--- src/rtl/tcos_pkg.sv ---
// shared constants and controller/datapath interface types for the taylor cosine block
package tcos_pkg;

  localparam int FRAC_BITS     = 24;
  localparam int MAX_TERMS_DEF = 32;

  localparam int ANGLE_W   = 32;
  localparam int COS_W     = 32;
  localparam int TERMS_W   = 6;
  localparam int TOL_W     = 25;
  localparam int TDATA_O_W = ((COS_W + TERMS_W + 7) / 8) * 8;

  localparam logic [TOL_W-1:0] TOL_RESET = TOL_W'(17);

  localparam logic [63:0] TWO_PI_Q44 = 64'h0000_6487_ED51_10B4;
  localparam logic [ANGLE_W-1:0] TWO_PI_FIX =
    ANGLE_W'(((TWO_PI_Q44 >> (43 - FRAC_BITS)) + 64'd1) >> 1);

  localparam int RED_STEPS = 5;
  localparam int RED_CW    = $clog2(RED_STEPS);
  localparam logic [ANGLE_W-1:0] TWO_PI_TOP = TWO_PI_FIX << (RED_STEPS - 1);

  localparam int MAG_W = 32;
  localparam logic [MAG_W-1:0] ONE_FIX = MAG_W'(1) << FRAC_BITS;
  localparam int R_W   = $clog2(TWO_PI_FIX);
  localparam int X2_W  = 2 * R_W - FRAC_BITS;
  localparam int Q_W   = MAG_W + X2_W - FRAC_BITS;
  localparam int DIG_W = 4;
  localparam int NDIG  = (Q_W + DIG_W - 1) / DIG_W;
  localparam int DVD_W = NDIG * DIG_W;
  localparam int DIG_CW = $clog2(NDIG);

  typedef struct packed {
    logic load;
    logic red;
    logic sq;
    logic acc;
    logic mul;
    logic div;
    logic emit;
  } cmd_t;

  typedef struct packed {
    logic red_last;
    logic div_last;
    logic mag_le_tol;
    logic cap_hit;
    logic out_free;
  } stat_t;

endpackage

--- src/rtl/tcos_ctrl.sv ---
// sequencing state machine for the taylor cosine block
module tcos_ctrl (
  input  logic           clk,
  input  logic           rst,
  input  logic           in_valid,
  output logic           in_ready,
  input  tcos_pkg::stat_t st,
  output tcos_pkg::cmd_t  cmd
);

  localparam int ST_W = 3;
  localparam logic [ST_W-1:0] S_IDLE = 3'd0;
  localparam logic [ST_W-1:0] S_RED  = 3'd1;
  localparam logic [ST_W-1:0] S_SQ   = 3'd2;
  localparam logic [ST_W-1:0] S_CHK  = 3'd3;
  localparam logic [ST_W-1:0] S_MUL  = 3'd4;
  localparam logic [ST_W-1:0] S_DIV  = 3'd5;
  localparam logic [ST_W-1:0] S_DONE = 3'd6;

  logic [ST_W-1:0] state;
  logic [ST_W-1:0] state_next;

  assign in_ready = (state == S_IDLE);

  always_comb begin
    state_next = state;
    cmd = '0;
    case (state)
      S_IDLE: begin
        if (in_valid) begin
          cmd.load = 1'b1;
          state_next = S_RED;
        end
      end
      S_RED: begin
        cmd.red = 1'b1;
        if (st.red_last) begin
          state_next = S_SQ;
        end
      end
      S_SQ: begin
        cmd.sq = 1'b1;
        state_next = S_CHK;
      end
      S_CHK: begin
        if (st.mag_le_tol || st.cap_hit) begin
          state_next = S_DONE;
        end else begin
          cmd.acc = 1'b1;
          state_next = S_MUL;
        end
      end
      S_MUL: begin
        cmd.mul = 1'b1;
        state_next = S_DIV;
      end
      S_DIV: begin
        cmd.div = 1'b1;
        if (st.div_last) begin
          state_next = S_CHK;
        end
      end
      S_DONE: begin
        if (st.out_free) begin
          cmd.emit = 1'b1;
          state_next = S_IDLE;
        end
      end
      default: begin
        state_next = S_IDLE;
      end
    endcase
  end

  always_ff @(posedge clk) begin
    if (rst) begin
      state <= S_IDLE;
    end else begin
      state <= state_next;
    end
  end

endmodule

--- src/rtl/tcos_dp.sv ---
// datapath: range reduction, squaring, term multiply, radix-16 divider, sum and output register
module tcos_dp #(
  parameter int MAX_TERMS = tcos_pkg::MAX_TERMS_DEF
) (
  input  logic                             clk,
  input  logic                             rst,
  input  logic [tcos_pkg::ANGLE_W-1:0]     angle,
  input  logic                             cfg_valid,
  input  logic [tcos_pkg::TOL_W-1:0]       cfg_data,
  input  tcos_pkg::cmd_t                   cmd,
  output tcos_pkg::stat_t                  st,
  output logic                             m_tvalid,
  input  logic                             m_tready,
  output logic [tcos_pkg::TDATA_O_W-1:0]   m_tdata,
  output logic                             m_tuser
);

  localparam int CNT_W = $clog2(MAX_TERMS + 1);
  localparam int D_MAX = (2 * MAX_TERMS - 1) * (2 * MAX_TERMS);
  localparam int D_W   = $clog2(D_MAX + 1);
  localparam int RS_W  = D_W + tcos_pkg::DIG_W;
  localparam int NMUL  = 1 << tcos_pkg::DIG_W;
  localparam int SUM_W = tcos_pkg::MAG_W + $clog2(MAX_TERMS) + 1;
  localparam int P_W   = tcos_pkg::MAG_W + tcos_pkg::X2_W;
  localparam int SQ_W  = 2 * tcos_pkg::R_W;
  localparam int C2_W  = CNT_W + 1;
  localparam int PAD_W = tcos_pkg::TDATA_O_W - tcos_pkg::COS_W - tcos_pkg::TERMS_W;

  logic [tcos_pkg::TOL_W-1:0]   tol;
  logic [tcos_pkg::ANGLE_W-1:0] r;
  logic [tcos_pkg::ANGLE_W-1:0] tp_sh;
  logic [tcos_pkg::RED_CW-1:0]  red_cnt;
  logic [tcos_pkg::X2_W-1:0]    x2;
  logic [tcos_pkg::MAG_W-1:0]   mag;
  logic                         neg;
  logic signed [SUM_W-1:0]      sum;
  logic [CNT_W-1:0]             count;
  logic [D_W-1:0]               d;
  logic [tcos_pkg::DVD_W-1:0]   dvd;
  logic [D_W-1:0]               rem;
  logic [tcos_pkg::MAG_W-1:0]   quo;
  logic [tcos_pkg::DIG_CW-1:0]  dig_cnt;
  logic [tcos_pkg::COS_W-1:0]   out_cos;
  logic [tcos_pkg::TERMS_W-1:0] out_cnt;
  logic                         out_flag;

  logic [tcos_pkg::ANGLE_W-1:0] abs_angle;
  logic [SQ_W-1:0]              sq_full;
  logic [P_W-1:0]               prod;
  logic [C2_W-1:0]              c2;
  logic [C2_W-1:0]              c2m1;
  logic [2*C2_W-1:0]            d_full;
  logic [RS_W-1:0]              rem_sh;
  logic [RS_W-1:0]              dmul [NMUL];
  logic [NMUL-1:1]              ge;
  logic [tcos_pkg::DIG_W-1:0]   digit;
  logic [RS_W-1:0]              rem_new;
  logic [tcos_pkg::MAG_W-1:0]   quo_next;
  logic signed [SUM_W-1:0]      mag_s;
  logic signed [SUM_W-1:0]      sat_max;
  logic signed [SUM_W-1:0]      sat_min;
  logic [tcos_pkg::COS_W-1:0]   cos_sat;

  assign abs_angle = angle[tcos_pkg::ANGLE_W-1] ? (tcos_pkg::ANGLE_W'(0) - angle) : angle;
  assign sq_full = SQ_W'(r[tcos_pkg::R_W-1:0]) * SQ_W'(r[tcos_pkg::R_W-1:0]);
  assign prod = P_W'(mag) * P_W'(x2);
  assign c2 = {count, 1'b0};
  assign c2m1 = c2 - C2_W'(1);
  assign d_full = (2*C2_W)'(c2) * (2*C2_W)'(c2m1);

  // one quotient digit per cycle, multiples of the divisor compared in parallel
  assign rem_sh = {rem, dvd[tcos_pkg::DVD_W-1 -: tcos_pkg::DIG_W]};

  always_comb begin
    for (int k = 0; k < NMUL; k++) begin
      dmul[k] = RS_W'(d * k);
    end
    for (int k = 1; k < NMUL; k++) begin
      ge[k] = (rem_sh >= dmul[k]);
    end
  end

  assign digit = tcos_pkg::DIG_W'($countones(ge));
  assign rem_new = rem_sh - dmul[digit];
  assign quo_next = {quo[tcos_pkg::MAG_W-tcos_pkg::DIG_W-1:0], digit};

  assign mag_s = $signed({{(SUM_W-tcos_pkg::MAG_W){1'b0}}, mag});
  assign sat_max = $signed({{(SUM_W-tcos_pkg::COS_W+1){1'b0}}, {(tcos_pkg::COS_W-1){1'b1}}});
  assign sat_min = $signed({{(SUM_W-tcos_pkg::COS_W+1){1'b1}}, {(tcos_pkg::COS_W-1){1'b0}}});

  always_comb begin
    if (sum > sat_max) begin
      cos_sat = sat_max[tcos_pkg::COS_W-1:0];
    end else if (sum < sat_min) begin
      cos_sat = sat_min[tcos_pkg::COS_W-1:0];
    end else begin
      cos_sat = sum[tcos_pkg::COS_W-1:0];
    end
  end

  assign st.red_last   = (red_cnt == tcos_pkg::RED_CW'(tcos_pkg::RED_STEPS - 1));
  assign st.div_last   = (dig_cnt == tcos_pkg::DIG_CW'(tcos_pkg::NDIG - 1));
  assign st.mag_le_tol = (mag <= tcos_pkg::MAG_W'(tol));
  assign st.cap_hit    = (count == CNT_W'(MAX_TERMS));
  assign st.out_free   = !m_tvalid || m_tready;

  always_ff @(posedge clk) begin
    if (rst) begin
      tol <= tcos_pkg::TOL_RESET;
    end else if (cfg_valid) begin
      tol <= cfg_data;
    end
  end

  always_ff @(posedge clk) begin
    if (cmd.load) begin
      r <= abs_angle;
      tp_sh <= tcos_pkg::TWO_PI_TOP;
      red_cnt <= '0;
      mag <= tcos_pkg::ONE_FIX;
      neg <= 1'b0;
      sum <= '0;
      count <= '0;
    end
    if (cmd.red) begin
      if (r >= tp_sh) begin
        r <= r - tp_sh;
      end
      tp_sh <= tp_sh >> 1;
      red_cnt <= red_cnt + tcos_pkg::RED_CW'(1);
    end
    if (cmd.sq) begin
      x2 <= sq_full[SQ_W-1:tcos_pkg::FRAC_BITS];
    end
    if (cmd.acc) begin
      if (neg) begin
        sum <= sum - mag_s;
      end else begin
        sum <= sum + mag_s;
      end
      count <= count + CNT_W'(1);
      neg <= !neg;
    end
    if (cmd.mul) begin
      dvd <= tcos_pkg::DVD_W'(prod[P_W-1:tcos_pkg::FRAC_BITS]);
      d <= d_full[D_W-1:0];
      rem <= '0;
      quo <= '0;
      dig_cnt <= '0;
    end
    if (cmd.div) begin
      dvd <= dvd << tcos_pkg::DIG_W;
      rem <= rem_new[D_W-1:0];
      quo <= quo_next;
      dig_cnt <= dig_cnt + tcos_pkg::DIG_CW'(1);
      if (st.div_last) begin
        mag <= quo_next;
      end
    end
  end

  always_ff @(posedge clk) begin
    if (rst) begin
      m_tvalid <= 1'b0;
    end else if (cmd.emit) begin
      m_tvalid <= 1'b1;
    end else if (m_tready) begin
      m_tvalid <= 1'b0;
    end
  end

  always_ff @(posedge clk) begin
    if (cmd.emit) begin
      out_cos <= cos_sat;
      out_cnt <= tcos_pkg::TERMS_W'(count);
      out_flag <= !st.mag_le_tol;
    end
  end

  assign m_tdata = {{PAD_W{1'b0}}, out_cnt, out_cos};
  assign m_tuser = out_flag;

  a_reduced_below_two_pi: assert property (@(posedge clk) disable iff (rst)
    cmd.sq |-> r < tcos_pkg::TWO_PI_FIX)
    else $error("reduced angle not below two pi");

  a_rem_below_divisor: assert property (@(posedge clk) disable iff (rst)
    cmd.div |-> rem < d)
    else $error("divider remainder not below divisor");

  a_emit_slot_free: assert property (@(posedge clk) disable iff (rst)
    cmd.emit |-> (!m_tvalid || m_tready))
    else $error("result overwritten while still pending");

  a_term_index_range: assert property (@(posedge clk) disable iff (rst)
    cmd.mul |-> (count != '0) && (count <= CNT_W'(MAX_TERMS)))
    else $error("term index out of range at multiply");

endmodule

--- src/rtl/taylor_cosine_with_tolerance.sv ---
// top level of the taylor series cosine block with tolerance stop
// usage:
//   s_tvalid/s_tready/s_tdata carry one request: a signed Q8.24 angle.
//   m_tvalid/m_tready/m_tdata/m_tuser carry one result per request:
//   tdata holds the Q8.24 cosine and the count of summed terms,
//   tuser is high when the term cap was hit before the tolerance was met.
//   cfg_valid/cfg_ready/cfg_data write the unsigned Q1.24 tolerance; write only while idle.
// each request runs range reduction, one squaring step and then one pass per
//   term summed, at most MAX_TERMS; each term takes a check step, one multiply
//   and a radix-16 divide on the shared divider.
//   range reduction takes five compare-subtract steps.
// one request is in flight at a time; a new request is taken as soon as the
//   previous result sits in the output register, even if not yet taken.
// a stalled receiver holds the result; the block then waits before the
//   next result can be written.
// reset returns to idle with no result pending and tolerance 17.
module taylor_cosine_with_tolerance #(
  parameter int MAX_TERMS = tcos_pkg::MAX_TERMS_DEF
) (
  input  logic                             clk,
  input  logic                             rst,
  input  logic                             s_tvalid,
  output logic                             s_tready,
  input  logic [tcos_pkg::ANGLE_W-1:0]     s_tdata,   // angle
  output logic                             m_tvalid,
  input  logic                             m_tready,
  output logic [tcos_pkg::TDATA_O_W-1:0]   m_tdata,   // cosine, terms_summed, zero pad
  output logic                             m_tuser,   // not_converged
  input  logic                             cfg_valid,
  output logic                             cfg_ready,
  input  logic [tcos_pkg::TOL_W-1:0]       cfg_data
);

  tcos_pkg::cmd_t  cmd;
  tcos_pkg::stat_t st;

  assign cfg_ready = 1'b1;

  tcos_ctrl u_ctrl (
    .clk      (clk),
    .rst      (rst),
    .in_valid (s_tvalid),
    .in_ready (s_tready),
    .st       (st),
    .cmd      (cmd)
  );

  tcos_dp #(
    .MAX_TERMS (MAX_TERMS)
  ) u_dp (
    .clk       (clk),
    .rst       (rst),
    .angle     (s_tdata),
    .cfg_valid (cfg_valid),
    .cfg_data  (cfg_data),
    .cmd       (cmd),
    .st        (st),
    .m_tvalid  (m_tvalid),
    .m_tready  (m_tready),
    .m_tdata   (m_tdata),
    .m_tuser   (m_tuser)
  );

endmodule

--- config.mk ---
export PLATFORM = sky130hd
export DESIGN_NAME = taylor_cosine_with_tolerance
export DESIGN_NICKNAME = d
export VERILOG_FILES = /design/src/rtl/tcos_pkg.sv /design/src/rtl/tcos_ctrl.sv /design/src/rtl/tcos_dp.sv /design/src/rtl/taylor_cosine_with_tolerance.sv
export SDC_FILE = /design/constraint.sdc
export NUM_CORES = 2
export LEC_CHECK = 0
export BUFFER_PORTS_ARGS = -buffer_cell sky130_fd_sc_hd__buf_2
export CORE_ASPECT_RATIO = 2
export CORE_MARGIN = 2
export CORE_UTILIZATION = 60
export DETAILED_ROUTE_END_ITERATION = 6
export GPL_ROUTABILITY_DRIVEN = 0
export PLACE_DENSITY_LB_ADDON = 0.3
export SYNTH_ARGS = -nofsm -noshare
export SYNTH_HDL_FRONTEND = slang
export SYNTH_SLANG_ARGS = --single-unit
--- constraint.sdc ---
create_clock -name clk -period 10.35 [get_ports clk]
set_clock_uncertainty 0.1 [all_clocks]
set_input_delay 0 -clock clk [delete_from_list [all_inputs] [get_ports clk]]
set_output_delay 0 -clock clk [all_outputs]
set_load 0.03 [all_outputs]
=== Word level (Yosys, flattened, before mapping) ===
Cells that the tools add are included.

* Memory bits (read-only): 0
* Register bits: 336
* Memory bits (writable): 0
* Memories kept: 0
* Bits in latches: 0
* Output and inout port bits: 44
* Input bits: 62
* Word-level logic and storage cells: 151

* Mux-type cells: 48
* Div/mod/pow operators: 0
* $add $sub $neg: 23
* Bitwise logic cells: 1
* Magnitude comparators: 20
* Equal/unequal tests: 13
* Reduce and logical (&&, ||, !) cells: 11
* Multipliers: 14
* Shift operators: 0

{| class="wikitable"
|+ Operators by type and width
! cell !! number
|-
| 32-bit 2-to-1 mux || 8
|-
| 38-bit 2-to-1 mux || 3
|-
| 16-bit >= comparator || 7
|-
| 40-bit 2-to-1 mux || 2
|-
| 16-bit binary-select mux with 4-bit select || 1
|-
| 16-bit by 15-bit >= comparator with 1-bit output || 4
|-
| 32-bit by 30-bit multiplier with 62-bit output || 1
|-
| 11-bit by 4-bit multiplier with 15-bit output, second input constant || 4
|-
| 11-bit by 3-bit multiplier with 14-bit output, second input constant || 4
|-
| 28-bit 2-to-1 mux || 2
|-
| 27-bit by 27-bit multiplier with 54-bit output || 1
|-
| 12-bit 2-to-1 mux || 4
|-
| 11-bit by 2-bit multiplier with 13-bit output, second input constant || 3
|-
| 38-bit by 33-bit adder with 38-bit output || 1
|-
| 38-bit by 32-bit > comparator with 1-bit output, second input constant || 1
|-
| 38-bit by 32-bit less-than comparator with 1-bit output, second input constant || 1
|-
| 38-bit by 33-bit subtractor with 38-bit output || 1
|-
| 16-bit by 14-bit >= comparator with 1-bit output || 2
|-
| 32-bit by 31-bit >= comparator with 1-bit output || 1
|-
| 32-bit by 25-bit <= comparator with 1-bit output || 1
|-
| 1-bit by 32-bit subtractor with 32-bit output, first input constant || 1
|-
| 32-bit by 31-bit subtractor with 32-bit output || 1
|-
| 31-bit 2-to-1 mux || 1
|-
| 30-bit 2-to-1 mux || 1
|-
| other kinds (30) || 74
|}

=== Longest topological paths before layout ===
* Word-level depth: 12
* Depth in mapped cells: 48
* Gate-level depth less buffers: 47

=== Hierarchy ===
Synthesis repeated with hierarchy kept, for this count alone.

* Cells, all modules: 8559
* Area total of the unflattened synthesis: 78313.9 µm²

{| class="wikitable"
|+ Modules (own cells, without submodules)
! module !! seq. area each (µm²) !! area each (µm²) !! instances !! cells each
|-
| tcos_dp || 9058.7 || 78066.1 || 1 || 8525
|-
| tcos_ctrl || 60.1 || 236.5 || 1 || 32
|-
| taylor_cosine_with_tolerance || 0.0 || 11.3 || 1 || 2
|}

=== Worst setup path after synthesis ===
No wires, ideal clock.

* Path kind: reg-to-reg
* Start point: register u_dp.d[3]
* End point: register u_dp.rem[11], data pin
* Data required time: 10.101 ns
* Buffers on the path: 3
* Cell stages (with the launch flop): 46
* Path slack: -0.098 ns
* Library setup time: 0.149 ns
* Period minus slack after synthesis: 10.448 ns
* Arrival time: 10.199 ns
* Path through: edfxtp_1 ha_1 xor2_1 ha_1 fa_1 a21o_1 a21oi_1 o21bai_1 a21oi_1 nor2b_1 o21a_1 o21ai_0 nand2b_1 a21oi_1 xor2_1 ha_1 a21o_1 a221oi_1 (+10 left out) fa_1 buf_1 clkbuf_1 clkbuf_1 nand2_1 o21ai_0 a22oi_1 fa_1 a21o_1 a21oi_1 o21bai_1 a21oi_1 o21ai_0 a21o_1 a21oi_1 xnor2_1 a211o_1 a21oi_1

* Cells in the longest elaborated chain, start to end: 12
* Elaborated cells on any way between the ends: 46
* Those cells by class: add/sub: 15; mul: 11; order compare: 15; mux: 4; bitwise: 1

{| class="wikitable"
|+ RTL lines
! what !! line !! text
|-
| start: declaration || tcos_dp.sv:38 || <nowiki>logic [D_W-1:0] d;</nowiki>
|-
| start signal: assignment || tcos_dp.sv:146 || <nowiki>d <= d_full[D_W-1:0];</nowiki>
|-
| 11-bit by 2-bit multiplier with 13-bit output, or another cell as far along || tcos_dp.sv:76 || <nowiki>dmul[k] = RS_W'(d * k);</nowiki>
|-
| 16-bit by 14-bit >= comparator with 1-bit output, or another cell as far along || tcos_dp.sv:79 || <nowiki>ge[k] = (rem_sh >= dmul[k]);</nowiki>
|-
| 1-bit by 1-bit adder with 2-bit output (not written as such) || tcos_dp.sv:83 || <nowiki>assign digit = tcos_pkg::DIG_W'($countones(ge));</nowiki>
|-
| 4-bit adder (not written as such) or 4-bit by 1-bit adder with 4-bit output (tied branches) || tcos_dp.sv:83 ||
|-
| 4-bit adder (not written as such) || tcos_dp.sv:83 ||
|-
| 4-bit adder (not written as such) * || tcos_dp.sv:83 ||
|-
| named net u_dp.digit (one bit) || tcos_dp.sv:56 || <nowiki>logic [tcos_pkg::DIG_W-1:0] digit;</nowiki>
|-
| 4-bit inverter with 5-bit output (not written as such) * || tcos_dp.sv:84 || <nowiki>assign rem_new = rem_sh - dmul[digit];</nowiki>
|-
| 16-bit binary-select mux with 4-bit select * || tcos_dp.sv:84 ||
|-
| 12-bit 2-to-1 mux (not written as such) * (2 in series) || tcos_dp.sv:84 ||
|-
| 12-bit subtractor * || tcos_dp.sv:84 ||
|-
| 12-bit 2-to-1 mux * || tcos_dp.sv:151 || <nowiki>if (cmd.div) begin</nowiki>
|-
| end signal: assignment || tcos_dp.sv:153 || <nowiki>rem <= rem_new[D_W-1:0];</nowiki>
|-
| end: declaration || tcos_dp.sv:40 || <nowiki>logic [D_W-1:0] rem;</nowiki>
|}

Mark *: on every way through the listed nets, which the timed path passes. The rest lies on a longest branch. The select of a mux whose other input is x is not followed.
A chain may end at the register's enable or synchronous reset.

=== Worst setup path after layout ===
* Start point: register u_dp.d[3]
* End point: register u_dp.rem[10], data pin

* Cells in the longest elaborated chain, start to end: 12
* Elaborated cells on any way between the ends: 46
* Those cells by class: add/sub: 15; mul: 11; order compare: 15; mux: 4; bitwise: 1

{| class="wikitable"
|+ RTL lines
! what !! line
|-
| 11-bit by 2-bit multiplier with 13-bit output, or another cell as far along || tcos_dp.sv:76
|-
| 16-bit by 14-bit >= comparator with 1-bit output, or another cell as far along || tcos_dp.sv:79
|-
| 1-bit by 1-bit adder with 2-bit output (not written as such) || tcos_dp.sv:83
|-
| 4-bit adder (not written as such) or 4-bit by 1-bit adder with 4-bit output (tied branches) || tcos_dp.sv:83
|-
| 4-bit adder (not written as such) (2 in series) || tcos_dp.sv:83
|-
| 4-bit inverter with 5-bit output (not written as such) || tcos_dp.sv:84
|-
| 16-bit binary-select mux with 4-bit select * || tcos_dp.sv:84
|-
| 12-bit 2-to-1 mux (not written as such) * (2 in series) || tcos_dp.sv:84
|-
| 12-bit subtractor * || tcos_dp.sv:84
|-
| 12-bit 2-to-1 mux * || tcos_dp.sv:151
|}

Mark *: on every way between the ends. The rest lies on a longest branch, timed or not. The select of a mux whose other input is x is not followed.

==> results.cfg <==
[routing]
route.antenna.remaining_nets = 0
drt_pass1_iterations = 7
num_vias = 63600
drc = 4
routed_via_density = 6.09
drt-total-wl_um = 252000
routedWlPerCell_um = 24.1
first_iter_violations = 4937

[final_layout]
regArea_sq_um = 9120
drive_gt1_share_pct = 6.80
area_delta_synth_final_pct = 8.01
multi_input_area_sq_um = 61000
fillerInstances = 10300
final_area_sq_um = 84500
fin_util_pct = 65.2
final_nets = 11100

[global_routing]
grt_pass1_wl_um = 389000
grt_pass1_vias = 70800
antenna_found_initial = 14
grt_max_degree = 89
grt_overflow_total = 0
grt.total_usage_pct = 39.1

[synth]
mappedNetlistArea_sq_um = 78200
synth_cell_types = 102
synth.top_cell.area_share_pct = 37.5
ys_top_cells_by_area = fa_1, ha_1, edfxtp_1, inv_1, nand2_1
yosysSeqAreaShare_pct = 11.7
netlist_instances = 8526
yosysWarnings = 0
synth_seq_cells = 336
synth_edf_count = 239
yosys_most_used_dff = edfxtp_1
syn_avg_cell_area_sq_um = 9.17
synthArstFlopShare_pct = 0
synth_largest_area_cell = fa_1

[setup_path]
arrival_ps = 10210
cp.required_ps = 10560
slowest_delay_ps = 720
cp-end-kind = flip-flop
path_class = flip-flop to flip-flop
critPathLaunchType = flip-flop
cpMostUsedCell = inv_1
critPathMaxFanout = 6
slowest_stage = xor2_1

[sta]
slew_viol_final = 2
fmax_mhz = 100
setup_viol = 0
worst_pin_slew_ps = 1540
hold_viol_final = 0
relSlewSlack_pct = -2.78
min_period_ps = 10000
finalCritPeriodShare_pct = 96.6

[hold_path]
min_path_type = primary input to flip-flop

[floorplanning]
coreArea_sq_um = 130000
row_count = 187
die_width_um = 259
die_y_um = 515
ioPinCount = 106
dieArea_sq_um = 133000
start_util_pct = 60.3

[clocking]
cts_num_sinks = 336
clockRootBuffer = clkbuf_16
clk_pin_slew_ps = 60
clockBufferDepth = 3
numCtsBuffers = 36
clk_latency_ps = 650
cts_max_level = 2
cts_tree = yes

[status]
status = finished with violations
violations = DRC, capacitance limit, slew limit

[job]
cap_violations = 1

[placement]
dpl_cell_area_sq_um = 81500
port_buffers = 102
dp_hpwl_um = 197000
## worst paths after layout
kind,startpoint,endpoint,slack (ps),cells past startpoint
hold reg to reg,u_dp.quo[14],u_dp.mag[18],360,1
setup / recovery,u_dp.d[3],u_dp.rem[10],350,39
hold / removal,s_tdata[24],u_dp.r[26],80,7
setup reg to reg,u_dp.d[3],u_dp.rem[10],350,39
## flip-flops by register name, indices dropped and copies added (netlist names), 4 cells and up
signal,cells
u_dp.d,11
u_dp.count,6
u_dp.tol,25
u_dp.sum,38
u_dp.dig_cnt,4
u_dp.dvd,40
u_dp.mag,32
u_dp.quo,28
u_dp.out_cnt,6
u_dp.rem,12
u_dp.x2,30
u_dp.r,32
u_dp.out_cos,32
u_dp.tp_sh,31
## cells by family (layout without fill, tap and decap cells)
logic type / count (synthesis) / count (layout) / synth area share [%]
flops: 336 / 336 / 11.7
xor+xnor: 286 / 286 / 3.20
other cells: 2 / 25 / 0.00960
mux: 54 / 54 / 1.01
fa+ha+maj: 2322 / 2322 / 51.2
simple gates: 2252 / 2252 / 13.3
buf+inv: 2220 / 2414 / 10.7
compound gates: 1054 / 1054 / 8.89
## worst max-delay path, delay by kind of cell (launching register included)
family	cells	cell delay (ps)
adders and majority gates	10	3760
buffers and inverters	9	890
muxes	2	950
xor gates and xnor gates	3	1040
and+or+nand+nor	4	260
AOI/OAI and AO/OA	11	2110
DFF	1	550
## synth_stat cells (59+ instances only)
library cell  count
ha_1            859
o21ai_0         229
and2_1          394
o21a_1           75
xor2_1          104
inv_1          1820
clkbuf_1        348
nor3_1           59
nor2_1          322
nand2_1        1145
a21o_1          137
a21oi_1         260
dfxtp_1          97
xnor2_1         182
edfxtp_1        239
fa_1           1463
## repair_timing
item	CTS	global route
hold buffers	124	0
hold endpoints to repair	60	0
resized for setup	9	63
setup endpoints to repair	2	8
pin swaps	0	42
buffers inserted	2	14
## cell type report
type / instances / share of cell area (%)
tap: 1701 / 2.52
multi-input combinational: 5971 / 72.3
inverter: 1830 / 8.14
timing repair buffer: 518 / 4.79
clock buffer: 48 / 1.19
clock inverter: 18 / 0.219
antenna: 22 / 0.0652
sequential: 336 / 10.8
## through the flow
stage	instances	hold WS, ps	setup WS (ps)	setup TNS (ps)
after floorplan	8527	28.6	77.5	0
after global placement	10200	133	55.1	0
after detailed placement	10200	144	-102	-110
after CTS	10400	23.7	2.56	0
after global routing	10400	58.6	-119	-214
final	10400	82.1	347	0
## cells in the final DEF, fill, tap and decap left out, drive strengths merged, types with 19 or more instances in the layout
cell type	n
o21bai	37
buf	394
edfxtp	239
xnor2	182
clkinv	19
and3	45
fa	1463
nor4	23
a211oi	31
nand2	1145
ha	859
inv	1827
nor2b	42
and2	395
clkbuf	48
mux4	20
xor2	104
nor3	59
a21oi	262
dfxtp	97
o21a	75
mux2i	33
a31oi	31
a22o	34
nor2	322
diode	22
a21o	137
nand4	57
o211ai	49
nand3	58
dlygate4sd3	124
nand2b	44
o31ai	30
o21ai	237
## routing by layer
| metal | track usage [%] | routed length, um | vias to the layer above |
|---|---|---|---|
| met3 | 10.7 | 21800 | 1794 |
| met1 | 35.8 | 71400 | 31300 |
| li1 | - | - | 26900 |
| met2 | 66.4 | 124000 | 3615 |
| met5 | 0.148 | 12 | - |
| met4 | 41.8 | 34200 | 2 |
Power is not shown: default switching activity piles up to over one toggle a cycle in this logic, so the estimate is an artifact.
